[config.mk]
export PLATFORM = sky130hd
export DESIGN_NAME = temp_reading_to_fahrenheit_segments_top
export DESIGN_NICKNAME = d
export VERILOG_FILES = /design/src/hw/rtl/tcf_pkg.sv /design/src/hw/rtl/tcf_front.sv /design/src/hw/rtl/tcf_queue.sv /design/src/hw/rtl/tcf_back.sv /design/src/hw/rtl/temp_reading_to_fahrenheit_segments_top.sv
export SDC_FILE = /design/constraint.sdc
export NUM_CORES = 1
export LEC_CHECK = 0
export BUFFER_PORTS_ARGS = -buffer_cell sky130_fd_sc_hd__clkbuf_2
export CAP_MARGIN = 10
export CORE_AREA = 2 2 120 122
export CTS_CLUSTER_SIZE = 14
export DETAILED_ROUTE_END_ITERATION = 6
export DIE_AREA = 0 0 122 124
export PLACE_DENSITY = 0.7
export SLEW_MARGIN = 20
export SYNTH_ARGS = -nofsm -noshare
export SYNTH_HDL_FRONTEND = slang
export SYNTH_SLANG_ARGS = --single-unit
[constraint.sdc]
create_clock -name clk -period 12.7 [get_ports clk]
set_clock_uncertainty 0.1 [all_clocks]
set_input_delay 1.905 -clock clk [delete_from_list [all_inputs] [get_ports clk]]
set_output_delay 1.905 -clock clk [all_outputs]
set_load 0.02 [all_outputs]
[src/hw/rtl/tcf_pkg.sv]
// ----------------------------------------------------------------------------
// tcf_pkg
// Shared types, constants and the seven-segment digit table for the
// temperature reading to Fahrenheit segments block.
// ----------------------------------------------------------------------------
package tcf_pkg;

  // Fahrenheit in tenths: at most 320 + 9 * 255 = 2615
  localparam int unsigned F10_W   = 12;
  localparam int unsigned F10_MAX = 2615;
  localparam logic [F10_W-1:0] F10_BASE = 12'd320;

  // floor(v / 10) = (v * 52429) >> 19, exact for v below 2**16
  localparam int unsigned RECIP_W     = 16;
  localparam logic [RECIP_W-1:0] RECIP_TEN = 16'd52429;
  localparam int unsigned RECIP_SHIFT = 19;
  localparam int unsigned QUOT_W      = F10_W + RECIP_W - RECIP_SHIFT;

  // digit positions, in emission order
  localparam logic [1:0] POS_TENTHS = 2'd0;
  localparam logic [1:0] POS_ONES   = 2'd1;
  localparam logic [1:0] POS_TENS   = 2'd2;
  localparam logic [1:0] POS_SIGN   = 2'd3;

  localparam logic [7:0] SEG_DASH  = 8'h40;
  localparam logic [7:0] SEG_BLANK = 8'h00;
  localparam logic [7:0] SEG_DP    = 8'h80;

  // one queued reading: Fahrenheit tenths and the sign of the Celsius word
  typedef struct packed {
    logic             neg;
    logic [F10_W-1:0] f10;
  } entry_t;

  // segment code for a decimal digit, bits 6..0 are segments g..a
  function automatic logic [7:0] seg_of(input logic [3:0] digit);
    logic [7:0] seg;
    unique case (digit)
      4'd0:    seg = 8'h3f;
      4'd1:    seg = 8'h06;
      4'd2:    seg = 8'h5b;
      4'd3:    seg = 8'h4f;
      4'd4:    seg = 8'h66;
      4'd5:    seg = 8'h6d;
      4'd6:    seg = 8'h7c;
      4'd7:    seg = 8'h07;
      4'd8:    seg = 8'h7f;
      4'd9:    seg = 8'h67;
      default: seg = SEG_BLANK;
    endcase
    return seg;
  endfunction

endpackage

[src/hw/rtl/tcf_front.sv]
// ----------------------------------------------------------------------------
// tcf_front
// Classifies a sensor word by sign and converts it to Fahrenheit tenths.
// ----------------------------------------------------------------------------
module tcf_front (
  input  logic [15:0]       raw_reading,
  output tcf_pkg::entry_t   entry
);

  logic                          neg;
  logic [15:0]                   mag;
  logic [7:0]                    halves;
  logic [tcf_pkg::F10_W-1:0]     h9;

  assign neg    = raw_reading[15];
  assign mag    = neg ? (~raw_reading + 16'd1) : raw_reading;
  assign halves = {mag[14:8], mag[7]};
  // 9 * h as shift and add
  assign h9     = {1'b0, halves, 3'b000} + {4'b0000, halves};

  always_comb begin
    entry.neg = neg;
    if (!neg) begin
      entry.f10 = tcf_pkg::F10_BASE + h9;
    end else if (h9 > tcf_pkg::F10_BASE) begin
      entry.f10 = '0;   // below zero Fahrenheit: clamp
    end else begin
      entry.f10 = tcf_pkg::F10_BASE - h9;
    end
  end

endmodule

[src/hw/rtl/tcf_queue.sv]
// ----------------------------------------------------------------------------
// tcf_queue
// Two-entry queue between the front conversion and the digit sequencer.
// ----------------------------------------------------------------------------
module tcf_queue (
  input  logic              clk,
  input  logic              rst_n,
  input  logic              push,
  input  tcf_pkg::entry_t   push_data,
  input  logic              pop,
  output tcf_pkg::entry_t   pop_data,
  output logic              full,
  output logic              empty
);

  tcf_pkg::entry_t mem_r [2];
  logic       wr_ptr_r, wr_ptr_nxt;
  logic       rd_ptr_r, rd_ptr_nxt;
  logic [1:0] count_r, count_nxt;

  assign full     = (count_r == 2'd2);
  assign empty    = (count_r == 2'd0);
  assign pop_data = mem_r[rd_ptr_r];

  always_comb begin
    wr_ptr_nxt = wr_ptr_r ^ push;
    rd_ptr_nxt = rd_ptr_r ^ pop;
    count_nxt  = count_r + {1'b0, push} - {1'b0, pop};
  end

  always_ff @(posedge clk) begin
    if (!rst_n) begin
      wr_ptr_r <= 1'b0;
      rd_ptr_r <= 1'b0;
      count_r  <= 2'd0;
    end else begin
      wr_ptr_r <= wr_ptr_nxt;
      rd_ptr_r <= rd_ptr_nxt;
      count_r  <= count_nxt;
    end
  end

  always_ff @(posedge clk) begin
    if (push) begin
      mem_r[wr_ptr_r] <= push_data;
    end
  end

  a_no_overflow: assert property (@(posedge clk) disable iff (!rst_n)
    full |-> !push)
    else $error("queue push while full");

  a_no_underflow: assert property (@(posedge clk) disable iff (!rst_n)
    empty |-> !pop)
    else $error("queue pop while empty");

endmodule

[src/hw/rtl/tcf_back.sv]
// ----------------------------------------------------------------------------
// tcf_back
// Digit sequencer: peels one decimal digit per beat off the queued value
// and drives the registered result channel.
// ----------------------------------------------------------------------------
module tcf_back (
  input  logic              clk,
  input  logic              rst_n,
  input  logic              q_empty,
  input  tcf_pkg::entry_t   q_data,
  output logic              q_pop,
  output logic              out_valid,
  input  logic              out_stall,
  output logic [1:0]        out_digit_position,
  output logic [7:0]        out_segment_pattern,
  output logic              out_last_digit
);

  logic                            busy_r, busy_nxt;
  logic [1:0]                      pos_r, pos_nxt;
  logic [tcf_pkg::F10_W-1:0]       val_r, val_nxt;
  logic                            neg_r, neg_nxt;

  logic                            out_valid_r;
  logic [1:0]                      out_pos_r;
  logic [7:0]                      out_seg_r;
  logic                            out_last_r;

  logic                            fire;
  logic [tcf_pkg::F10_W+tcf_pkg::RECIP_W-1:0] prod;
  logic [tcf_pkg::QUOT_W-1:0]      quot;
  logic [tcf_pkg::F10_W:0]         quot10;
  logic [tcf_pkg::F10_W:0]         diff;
  logic [3:0]                      digit;
  logic [7:0]                      seg;

  // divide by ten via reciprocal multiply
  assign prod   = (tcf_pkg::F10_W+tcf_pkg::RECIP_W)'(val_r) * tcf_pkg::RECIP_TEN;
  assign quot   = prod[tcf_pkg::F10_W+tcf_pkg::RECIP_W-1:tcf_pkg::RECIP_SHIFT];
  assign quot10 = {1'b0, quot, 3'b000} + {3'b000, quot, 1'b0};
  assign diff   = {1'b0, val_r} - quot10;
  assign digit  = diff[3:0];

  always_comb begin
    unique case (pos_r)
      tcf_pkg::POS_TENTHS: seg = tcf_pkg::seg_of(digit);
      tcf_pkg::POS_ONES:   seg = tcf_pkg::seg_of(digit) | tcf_pkg::SEG_DP;
      tcf_pkg::POS_TENS:   seg = tcf_pkg::seg_of(digit);
      tcf_pkg::POS_SIGN:   seg = neg_r ? tcf_pkg::SEG_DASH : tcf_pkg::SEG_BLANK;
      default:             seg = tcf_pkg::SEG_BLANK;
    endcase
  end

  assign fire  = busy_r && (!out_valid_r || !out_stall);
  // load a new reading when idle or while the sign beat goes out
  assign q_pop = !q_empty && (!busy_r || (fire && pos_r == tcf_pkg::POS_SIGN));

  always_comb begin
    busy_nxt = busy_r;
    pos_nxt  = pos_r;
    val_nxt  = val_r;
    neg_nxt  = neg_r;
    if (fire) begin
      pos_nxt = pos_r + 2'd1;
      val_nxt = tcf_pkg::F10_W'(quot);
      if (pos_r == tcf_pkg::POS_SIGN) begin
        busy_nxt = 1'b0;
      end
    end
    if (q_pop) begin
      busy_nxt = 1'b1;
      pos_nxt  = tcf_pkg::POS_TENTHS;
      val_nxt  = q_data.f10;
      neg_nxt  = q_data.neg;
    end
  end

  always_ff @(posedge clk) begin
    if (!rst_n) begin
      busy_r      <= 1'b0;
      pos_r       <= tcf_pkg::POS_TENTHS;
      out_valid_r <= 1'b0;
    end else begin
      busy_r <= busy_nxt;
      pos_r  <= pos_nxt;
      if (fire) begin
        out_valid_r <= 1'b1;
      end else if (!out_stall) begin
        out_valid_r <= 1'b0;
      end
    end
  end

  always_ff @(posedge clk) begin
    val_r <= val_nxt;
    neg_r <= neg_nxt;
    if (fire) begin
      out_pos_r  <= pos_r;
      out_seg_r  <= seg;
      out_last_r <= (pos_r == tcf_pkg::POS_SIGN);
    end
  end

  assign out_valid           = out_valid_r;
  assign out_digit_position  = out_pos_r;
  assign out_segment_pattern = out_seg_r;
  assign out_last_digit      = out_last_r;

  a_last_on_sign: assert property (@(posedge clk) disable iff (!rst_n)
    out_valid_r |-> (out_last_r == (out_pos_r == tcf_pkg::POS_SIGN)))
    else $error("last flag not on sign position");

  a_val_range: assert property (@(posedge clk) disable iff (!rst_n)
    busy_r |-> (val_r <= tcf_pkg::F10_W'(tcf_pkg::F10_MAX)))
    else $error("digit value out of range");

endmodule

[src/hw/rtl/temp_reading_to_fahrenheit_segments_top.sv]
// ----------------------------------------------------------------------------
// temp_reading_to_fahrenheit_segments_top
// Converts a signed half-degree Celsius sensor word to Fahrenheit tenths and
// emits four seven-segment beats: tenths, ones with point, tens, sign.
// ----------------------------------------------------------------------------
//
//  channel  | ports                                          | direction
//  ---------+------------------------------------------------+----------
//  input    | in_valid, in_stall, in_raw_reading[15:0]       | 1 beat in
//  result   | out_valid, out_stall, out_digit_position[1:0], | 4 beats out
//           | out_segment_pattern[7:0], out_last_digit       |
//
//  Rate: the digit sequencer emits one beat per cycle while out_stall is low;
//  its single divide-by-ten unit peels off one digit per beat.
//  Path: queue entry, then sequencer value register, then output register.
//  Reset: rst_n synchronous active low; clears the queue and the sequencer.
//  Stalls: a two-entry queue lets the input keep accepting while the result
//  side stalls; in_stall rises only when the queue is full.
//
module temp_reading_to_fahrenheit_segments_top (
  input  logic        clk,
  input  logic        rst_n,
  input  logic        in_valid,
  output logic        in_stall,
  input  logic [15:0] in_raw_reading,
  output logic        out_valid,
  input  logic        out_stall,
  output logic [1:0]  out_digit_position,
  output logic [7:0]  out_segment_pattern,
  output logic        out_last_digit
);

  tcf_pkg::entry_t front_entry;
  tcf_pkg::entry_t q_data;
  logic            q_full;
  logic            q_empty;
  logic            q_pop;
  logic            push;

  // front: sign classification and Fahrenheit conversion
  tcf_front u_front (
    .raw_reading (in_raw_reading),
    .entry       (front_entry)
  );

  assign in_stall = q_full;
  assign push     = in_valid && !q_full;

  tcf_queue u_queue (
    .clk       (clk),
    .rst_n     (rst_n),
    .push      (push),
    .push_data (front_entry),
    .pop       (q_pop),
    .pop_data  (q_data),
    .full      (q_full),
    .empty     (q_empty)
  );

  // back: one digit per beat into the output register
  tcf_back u_back (
    .clk                 (clk),
    .rst_n               (rst_n),
    .q_empty             (q_empty),
    .q_data              (q_data),
    .q_pop               (q_pop),
    .out_valid           (out_valid),
    .out_stall           (out_stall),
    .out_digit_position  (out_digit_position),
    .out_segment_pattern (out_segment_pattern),
    .out_last_digit      (out_last_digit)
  );

endmodule
Word level (Yosys, flattened, before mapping)
Memory sizes are Yosys's and may differ from the RTL's. A register that Yosys moved wholly into a read port is not among the register bits.
Cells that the tools add are included.
- reduce and logical (&&, ||, !) cells: 17
- $add $sub $neg: 9
- div/mod/pow operators: 0
- bitwise logic cells: 4
- $mul: 1
- magnitude comparators: 1
- shifts and indexed selects: 0
- eq/ne operators: 5
- multiplexer cells: 15
- operators by type and width (operator ; count):
    $mux 12 ; 4
    $pmux 8 s4 ; 1
    $mul 12x16->28 const B ; 1
    $add 15x1->15 const B ; 1
    $mux 15 ; 1
    $not 15->15 ; 1
    $add 11x8->12 ; 1
    $add 9x12->12 const A ; 1
    $gt 12x9->1 const B ; 1
    $sub 9x12->12 const A ; 1
    $mux 1 ; 8
    $mux 7 ; 1
    $eq 2x2->1 const B ; 3
    $logic_not 1->1 ; 5
    $add 4x4->4 ; 1
    $logic_and 1x1->1 ; 4
    $logic_not 2->1 ; 2
    $reduce_bool 2->1 ; 2
    $sub 4x4->4 ; 1
    $add 2x1->2 ; 1
    $add 2x1->2 const B ; 1
    $eq 2x1->1 const B ; 1
    $logic_or 1x1->1 ; 2
    $ne 2x1->1 const B ; 1
    5 further kinds ; 6
- RAM bits: 26
- bits in read-only memories: 336
- memories kept: 4
- register bits: 32
- latch bits: 0
- output and inout bits: 13
- logic and storage cells: 67
- memory list (name ; depth ; bits a word ; read ports ; clocked after memory_dff ; write ports ; RTL line ; RTL):
    (no name shown) ; 16 ; 7 ; 1 ; 0 ; 0 ; tcf_pkg.sv:38 ; unique case (digit)
    (no name shown) ; 16 ; 7 ; 1 ; 0 ; 0 ; tcf_pkg.sv:38 ;
    (no name shown) ; 16 ; 7 ; 1 ; 0 ; 0 ; tcf_pkg.sv:38 ;
    u_queue.mem_r ; 2 ; 13 ; 1 ; 1 ; 1 ; tcf_queue.sv:16 ; tcf_pkg::entry_t mem_r [2];

Depth between registers and ports, before layout
Gate-level depths: netlist (run 1).
- word-level depth: 8
- mapped depth: 26
- depth with buffers taken out: 25

By module
From an unflattened synthesis (run 1), not the netlist that was laid out.
- cells, all modules: 595
- area total of the unflattened synthesis: 6232.2 µm²
- modules (own cells, without submodules) (module ; area each (µm²) ; instances ; cells each):
    tcf_back ; 3851.2 ; 1 ; 364
    tcf_front ; 1198.6 ; 1 ; 169
    tcf_queue ; 1168.6 ; 1 ; 61
    temp_reading_to_fahrenheit_segments_top ; 13.8 ; 1 ; 1

Worst setup path after synthesis (run 1)
No wires, ideal clock.
- path kind: input-to-reg
- start: in in_raw_reading[2]
- end: mem u_queue.mem_r[0][5] (netlist name), data pin
- path buffers: 0
- setup time: 0.262 ns
- data arrival time: 5.644 ns
- data required time: 12.338 ns
- slack: 6.693 ns
- stages: 17
- cells stage by stage: nor4_4 nand3_2 or3_1 o31ai_2 xor2_2 inv_1 ha_1 xor2_1 inv_1 ha_1 and4b_1 a31oi_1 o21ai_1 a32o_2 o21ai_4 o21ai_2 mux2_2
- RTL lines (item ; RTL line ; RTL):
    from (decl) ; temp_reading_to_fahrenheit_segments_top.sv:25 ; input logic [15:0] in_raw_reading,
    to (decl) ; tcf_queue.sv:16 ;

Worst setup path in the final report (run 1)
- start: reg u_back.val_r[6] (netlist name)
- end: reg u_back.out_seg_r[6], in the netlist u_back.out_segment_pattern[6], data pin
- longest elaborated chain between the ends: 5
- elaborated cells on any way between the ends: 7
- ends and longest elaborated chain (item ; RTL line ; RTL):
    from (decl) ; tcf_back.sv:21 ; logic [tcf_pkg::F10_W-1:0] val_r, val_nxt;
    from (signal assigned) ; tcf_back.sv:95 ; val_r <= val_nxt;
    $mul 12x16->28 * ; tcf_back.sv:38 ; assign prod = (tcf_pkg::F10_W+tcf_pkg::RECIP_W)'(val_r) * tcf_pkg::RECIP_TEN;
    $add 4x4->4 * ; tcf_back.sv:40 ; assign quot10 = {1'b0, quot, 3'b000} + {3'b000, quot, 1'b0};
    $sub 4x4->4 * ; tcf_back.sv:41 ; assign diff = {1'b0, val_r} - quot10;
    $mem_v2 16x7 ; -- ;
    $pmux 8 s4 * ; tcf_back.sv:45 ; unique case (pos_r)
    via u_back.seg[6] ; tcf_back.sv:35 ; logic [7:0] seg;
    to (signal assigned) ; tcf_back.sv:99 ; out_seg_r <= seg;
    to (decl) ; tcf_back.sv:26 ; logic [7:0] out_seg_r;
Mark *: on every way through the listed nets, which the timed path passes. The rest lies on a longest branch.
A chain may end at the register's enable or synchronous reset.

==> flow_metrics.py, run 1 <==
metrics = {
    "timing": {
        "fin_crit_sh_pct": 50.33,
        "finalSetupTns_ns": 0,
        "layout_setup_ws_ns": 6.308,
        "tightest_slew_ns": 0.7742,
        "worst_hold_slack_ns": 0.4100,
        "slew_violations": 0,
        "setup_viol_count_final": 0,
        "fin_crit_ns": 6.392,
        "fmax_ghz": 0.1564,
        "rsz0062_at_grt": "no",
        "slew_headroom_pct": 48.23,
        "hold_viol": 0,
    },
    "floorplanning": {
        "dieArea_um2": 15130,
        "die_w_um": 122,
        "start_util_pct": 44.40,
        "core-area_um2": 13720,
        "rows": 43,
        "die_y_um": 124,
        "top_level_ports": 33,
    },
    "drt": {
        "first_pass_iters": 5,
        "dr_total_vias": 4171,
        "routed_wl_um": 11220,
        "drt_iter0_drc": 194,
        "viasPerCell": 5.181,
        "antenna_left": 0,
        "post_drt_wl_per_cell_um": 13.93,
        "drc_errors": 0,
    },
    "final_layout": {
        "areaGrowthSynthToFinish_pct": 10.86,
        "diodes": 0,
        "nets": 782,
        "drive_above_1_share_pct": 11.68,
        "layout_common_cells": "inv_1, ha_1, edfxtp_1",
        "layout_commonest_cell": "inv_1",
    },
    "synth": {
        "syn_area_per_cell_um2": 10.43,
        "synth_top_area_share_pct": 24.65,
        "synth_nets": 746,
        "seq_area_frac_synth_pct": 27.60,
        "synth_edf_count": 50,
        "syn_area_um2": 6092,
        "synthCells": 584,
        "synth_seq_cells": 59,
        "synth_area_leaders": "edfxtp_1, ha_1, fa_1, inv_1, xnor2_1",
        "yosysTopAreaCell": "edfxtp_1",
        "yosys_warnings": 0,
        "synthDistinctLibCells": 69,
        "synthArstFlopShare_pct": 0,
        "dominantRegCellSynth": "edfxtp_1",
    },
    "worst_hold_path": {
        "hold_path.startpoint": "u_back.busy_r",
        "min_path_type": "flop to flop",
    },
    "flow_run": {
        "maxCapViolCount": 0,
    },
    "critical_path": {
        "crit_required_ns": 12.65,
        "critPathMaxFanout": 9,
        "path_class": "flop to flop",
        "cp-end-kind": "flop",
        "regToRegStartpoint": "u_back.val_r[6]",
        "start_kind": "flop",
        "crit_start": "u_back.val_r[6]",
        "worst_ep_arrival_time_ns": 6.34,
    },
    "clock_network": {
        "cts-resized-gates": 0,
        "cts_buffers": 9,
        "htreeDepth": 3,
        "cts_setup_buffers": 0,
        "ctsHoldBuffers": 0,
        "insertion_delay_ns": 0.32,
        "cts_buffer_depth": 2,
        "cts_sinks": 59,
        "cts_tree": "built",
        "clkTransAtPathRegs_ns": 0.06,
        "cts_root_buffer": "clkbuf_16",
    },
    "global_routing": {
        "antenna_found_initial": 0,
        "track_usage_pct": 15.94,
        "grt_max_degree": 22,
        "grt_first_pass_wirelength_um": 19120,
        "first_global_vias": 4213,
        "grt-ovfl-total": 0,
    },
    "run_status": {
        "status": "completed",
    },
    "place": {
        "pre_cts_ws_ns": 6.095,
        "portBuffers": 32,
        "place_congestion": 0.9091,
        "hpwl_um": 9501,
    },
}
-- worst max-delay path, stage by stage (launching register included) --
cell and delay, ns:
edfxtp_1 0.53, ha_1 0.39, fa_1 0.61, inv_1 0.09
fa_1 0.48, fa_1 0.42, fa_1 0.49, inv_1 0.04
ha_1 0.31, o21a_1 0.17, o21ai_0 0.17, a21oi_1 0.07
a21oi_1 0.25, o21ai_1 0.19, a21oi_1 0.20, xnor2_1 0.11
ha_1 0.20, xor2_1 0.15, xnor2_1 0.35, xnor2_4 0.16
xnor2_2 0.38, xnor2_1 0.17, o31ai_1 0.08
-- synth_stat cells (7+ instances only) --
library cell  instances
dfxtp_1               9
mux2i_1              15
a21o_1                7
edfxtp_1             50
inv_1               108
nor3_1                8
xnor2_1              22
fa_1                 43
nand2_1              26
a21oi_1              26
nor2_1               22
o21ai_0              16
xor2_1                8
nor2b_1              12
ha_1                 99
-- through the flow --
| stage | area, um^2 | util, % | instances |
|---|---|---|---|
| floorplan | 6092 | - | 584 |
| global placement | 6451 | 47.02 | 789 |
| detailed placement | 6451 | 47.02 | 789 |
| CTS | 6754 | 49.23 | 805 |
| global route | 6754 | 49.23 | 805 |
| finish | 6754 | 49.23 | 805 |
-- routing by layer --
metal	global-route usage (%)	share of wire, %	up-vias
met1	19.59	44	2007
met4	4.167	0.88	0
li1	-	-	2067
met2	29.36	51	89
met3	2.198	4.1	8
met5	0	0	-
-- final timing paths --
check	end	slack (ns)	depth (start not counted)
hold / removal	u_back.busy_r	0.41	2
setup reg to reg	u_back.out_segment_pattern[6]	6.31	22
hold reg to reg	u_back.busy_r	0.41	2
setup / recovery	u_back.out_segment_pattern[6]	6.31	22
-- state kept, by name, summed over array words and instances (netlist names), named ones only --
register                    flops
u_back.neg_r                    1
u_back.out_last_digit           1
u_back.out_segment_pattern      8
u_back.val_r                   12
u_back.out_digit_position       2
u_back.busy_r                   1
u_queue.mem_r                  26
u_back.pos_r                    2
u_back.out_valid                1
u_queue.count_r                 2
u_queue.rd_ptr_r                1
u_queue.wr_ptr_r                1
-- cell type report --
type | count | area (um^2)
Fill cell | 1272 | 6965
Clock inverter | 6 | 52.55
Clock buffer | 10 | 250.2
Tap cell | 180 | 225.2
Timing Repair Buffer | 33 | 167.7
Inverter | 109 | 409.1
Sequential cell | 59 | 1682
Multi-Input combinational cell | 408 | 3968
-- logic make-up (layout without fill, tap and decap cells) --
kind of cell	count (synthesis)	after routing	synth area share, %
adders and majority gates	142	142	34.46
buffers and inverters	117	158	7.271
xor gates and xnor gates	35	35	6.203
AOI/OAI and AO/OA	107	107	12.08
DFF	59	59	27.60
muxes	17	17	2.834
and+or+nand+nor	107	107	9.551
Power of run 1 is not shown: default switching activity piles up to over one toggle a cycle in this logic, so the estimate is an artifact.
==> run 2, diff against run 1 <==
Settings changed: PLACE_DENSITY 0.7 to 0.72.
Clock period 12.7 ns to 5.72 ns, I/O delays scaled along.
==> run 2 against run 1 <==
  * The run now ends with setup timing left
  * Largest cell class unchanged
  * Hold slack got worse by 0.0095 ns
  * Non-clock buffer count rose by 60
  * Register-to-register slack worse by 6.3 ns
  * Sequential share of layout area shrank 2.7 points
  * Utilization grew 6.0 points
  * Count of clock-buffer cells in the layout is the same
  * Routed wire length rose by 19%
  * Cell count is 7.5% higher
  * Flip-flop and latch count did not move
  * Worst setup slack worse by 6.3 ns
  * First-iteration DRC count up 50%
==> flow_metrics.py, run 2 (synthesis results as in run 1) <==
metrics = {
    "floorplanning": {
        "rows": 43,
        "core-area_um2": 13720,
        "dieArea_um2": 15130,
        "die_w_um": 122,
        "top_level_ports": 33,
        "die_y_um": 124,
        "start_util_pct": 44.40,
    },
    "global_routing": {
        "grt_first_pass_wirelength_um": 22630,
        "met1_usage_pct": 21.95,
        "track_usage_pct": 18.80,
        "first_global_vias": 4907,
        "grt_use_met3_pct": 2.976,
        "grt_max_degree": 20,
        "busiest_layer": "met2",
        "grt-ovfl-total": 0,
        "use_met2_pct": 34.78,
        "antenna_found_initial": 0,
    },
    "critical_path": {
        "cp_top_family": "adder cells",
        "critPathBufInv": 5,
        "path_class": "flop to flop",
        "critPathSlowestCell": "fa_2",
        "cp-end-kind": "flop",
        "start_kind": "flop",
        "crit_required_ns": 5.67,
        "crit_path_max_incr_delay_ns": 0.55,
        "worst_ep_arrival_time_ns": 5.70,
        "critPathMaxFanout": 7,
    },
    "final_layout": {
        "nets": 842,
        "layout_commonest_cell": "inv_1",
        "largest_reg_flops": 26,
        "drive_above_1_share_pct": 28.18,
        "fill_cells": 1121,
        "fin_util_pct": 55.26,
        "regMostFlops": "u_queue.mem_r",
        "layout_common_cells": "inv_1, ha_1, buf_4",
        "areaGrowthSynthToFinish_pct": 24.44,
        "diodes": 0,
        "finalInstanceArea_um2": 7581,
    },
    "drt": {
        "drt_iter0_drc": 291,
        "viasPerCell": 5.183,
        "antenna_left": 0,
        "drc_errors": 0,
        "routed_wl_um": 13320,
        "dr_total_vias": 4483,
        "post_drt_wl_per_cell_um": 15.40,
        "first_pass_iters": 5,
    },
    "timing": {
        "tightest_slew_ns": 0.7579,
        "hold_viol": 0,
        "slew_violations": 0,
        "setup_viol_count_final": 2,
        "fin_crit_sh_pct": 100.5,
        "fin_crit_ns": 5.749,
        "layout_setup_ws_ns": -0.02897,
        "fmax_ghz": 0.1739,
        "rsz0062_at_grt": "yes",
        "slew_headroom_pct": 49.41,
    },
    "run_status": {
        "status": "finished with violations",
        "failed_checks": "setup timing",
    },
    "clock_network": {
        "cts_buffer_depth": 2,
        "cts_buffers": 9,
        "cts_tree": "built",
        "insertion_delay_ns": 0.32,
        "cts_root_buffer": "clkbuf_16",
        "htreeDepth": 3,
        "clkTransAtPathRegs_ns": 0.06,
        "cts_sinks": 59,
    },
    "worst_hold_path": {
        "min_path_type": "flop to flop",
    },
    "place": {
        "hpwl_um": 10340,
        "dpl_cell_area_um2": 6834,
        "place_congestion": 0.9533,
        "portBuffers": 32,
    },
    "flow_run": {
        "maxCapViolCount": 0,
    },
}
[run 2: changes by cell type in the layout (fill, tap and decap cells not counted), moves of 4 or more]
| cell | previous run | this run |
|---|---|---|
| buf_4 | 1 | 58 |
| ha_1 | 99 | 82 |
| ha_4 | 0 | 15 |
| inv_1 | 108 | 96 |
| inv_2 | 1 | 13 |
| o21ai_0 | 16 | 10 |
| fa_1 | 43 | 38 |
| fa_2 | 0 | 5 |
| nor2b_1 | 12 | 8 |
| nor2b_4 | 0 | 4 |
| o21ai_1 | 6 | 10 |
[run 2: worst register-to-register path, stage by stage (launching register included)]
cell and delay (ns):
edfxtp_1 0.43, inv_2 0.07, ha_4 0.26, inv_2 0.04, fa_2 0.55, inv_2 0.04, fa_2 0.53, fa_2 0.44
fa_1 0.39, inv_1 0.09, ha_2 0.28, o21a_1 0.17, o21ai_1 0.13, a21oi_1 0.07, a21oi_2 0.16, o21ai_2 0.09
a21oi_2 0.20, xnor2_2 0.14, ha_2 0.23, xor2_2 0.20, xnor2_2 0.18, xnor2_4 0.14, buf_6 0.16, and3b_1 0.17
o21ai_1 0.13, a31oi_1 0.09
[run 2: final cells by class]
type,instances,area [um^2],share of cell area [%]
multi-input combinational,408,4364,57.57
tap,180,225.2,2.971
inverter,109,409.1,5.397
clock inverter,6,42.54,0.5611
clock buffer,10,229.0,3.020
timing repair buffer,93,629.4,8.302
sequential,59,1682,22.18
[run 2: through the flow]
stage | hold slack, ns | TNS [ns] | setup slack (ns) | std cells
after global routing | 0.4242 | -1.097 | -0.1943 | 865
after floorplan | 0.3567 | 0 | 0.05100 | 584
after CTS | 0.3949 | -0.03970 | -0.01386 | 860
after detailed placement | 0.3861 | -1.751 | -0.2870 | 839
final | 0.4005 | -0.03914 | -0.02897 | 865
after global placement | 0.3735 | -1.103 | -0.1906 | 839
[run 2: repair_timing]
item | CTS | global route
setup buffers | 5 | 5
gates resized for setup | 48 | 35
setup endpoints to repair | 7 | 14
hold buffers | 0 | 0
pin swaps | 42 | 27
[run 2: worst paths after layout]
check	cells after the start	slack, ns	endpoint	from
setup reg to reg	25	-0.03	u_back.out_segment_pattern[0]	u_back.val_r[10]
hold / removal	0	0.40	u_back.out_digit_position[1]	u_back.pos_r[1]
setup / recovery	25	-0.03	u_back.out_segment_pattern[0]	u_back.val_r[10]
hold reg to reg	0	0.40	u_back.out_digit_position[1]	u_back.pos_r[1]
[run 2: metal layers]
metal	routed length [um]	part of all wire (%)
met1	5451	41
met2	7022	53
met4	333	2.5
met3	512	3.8
met5	0	0
Power of run 2 is left out for the same reason.
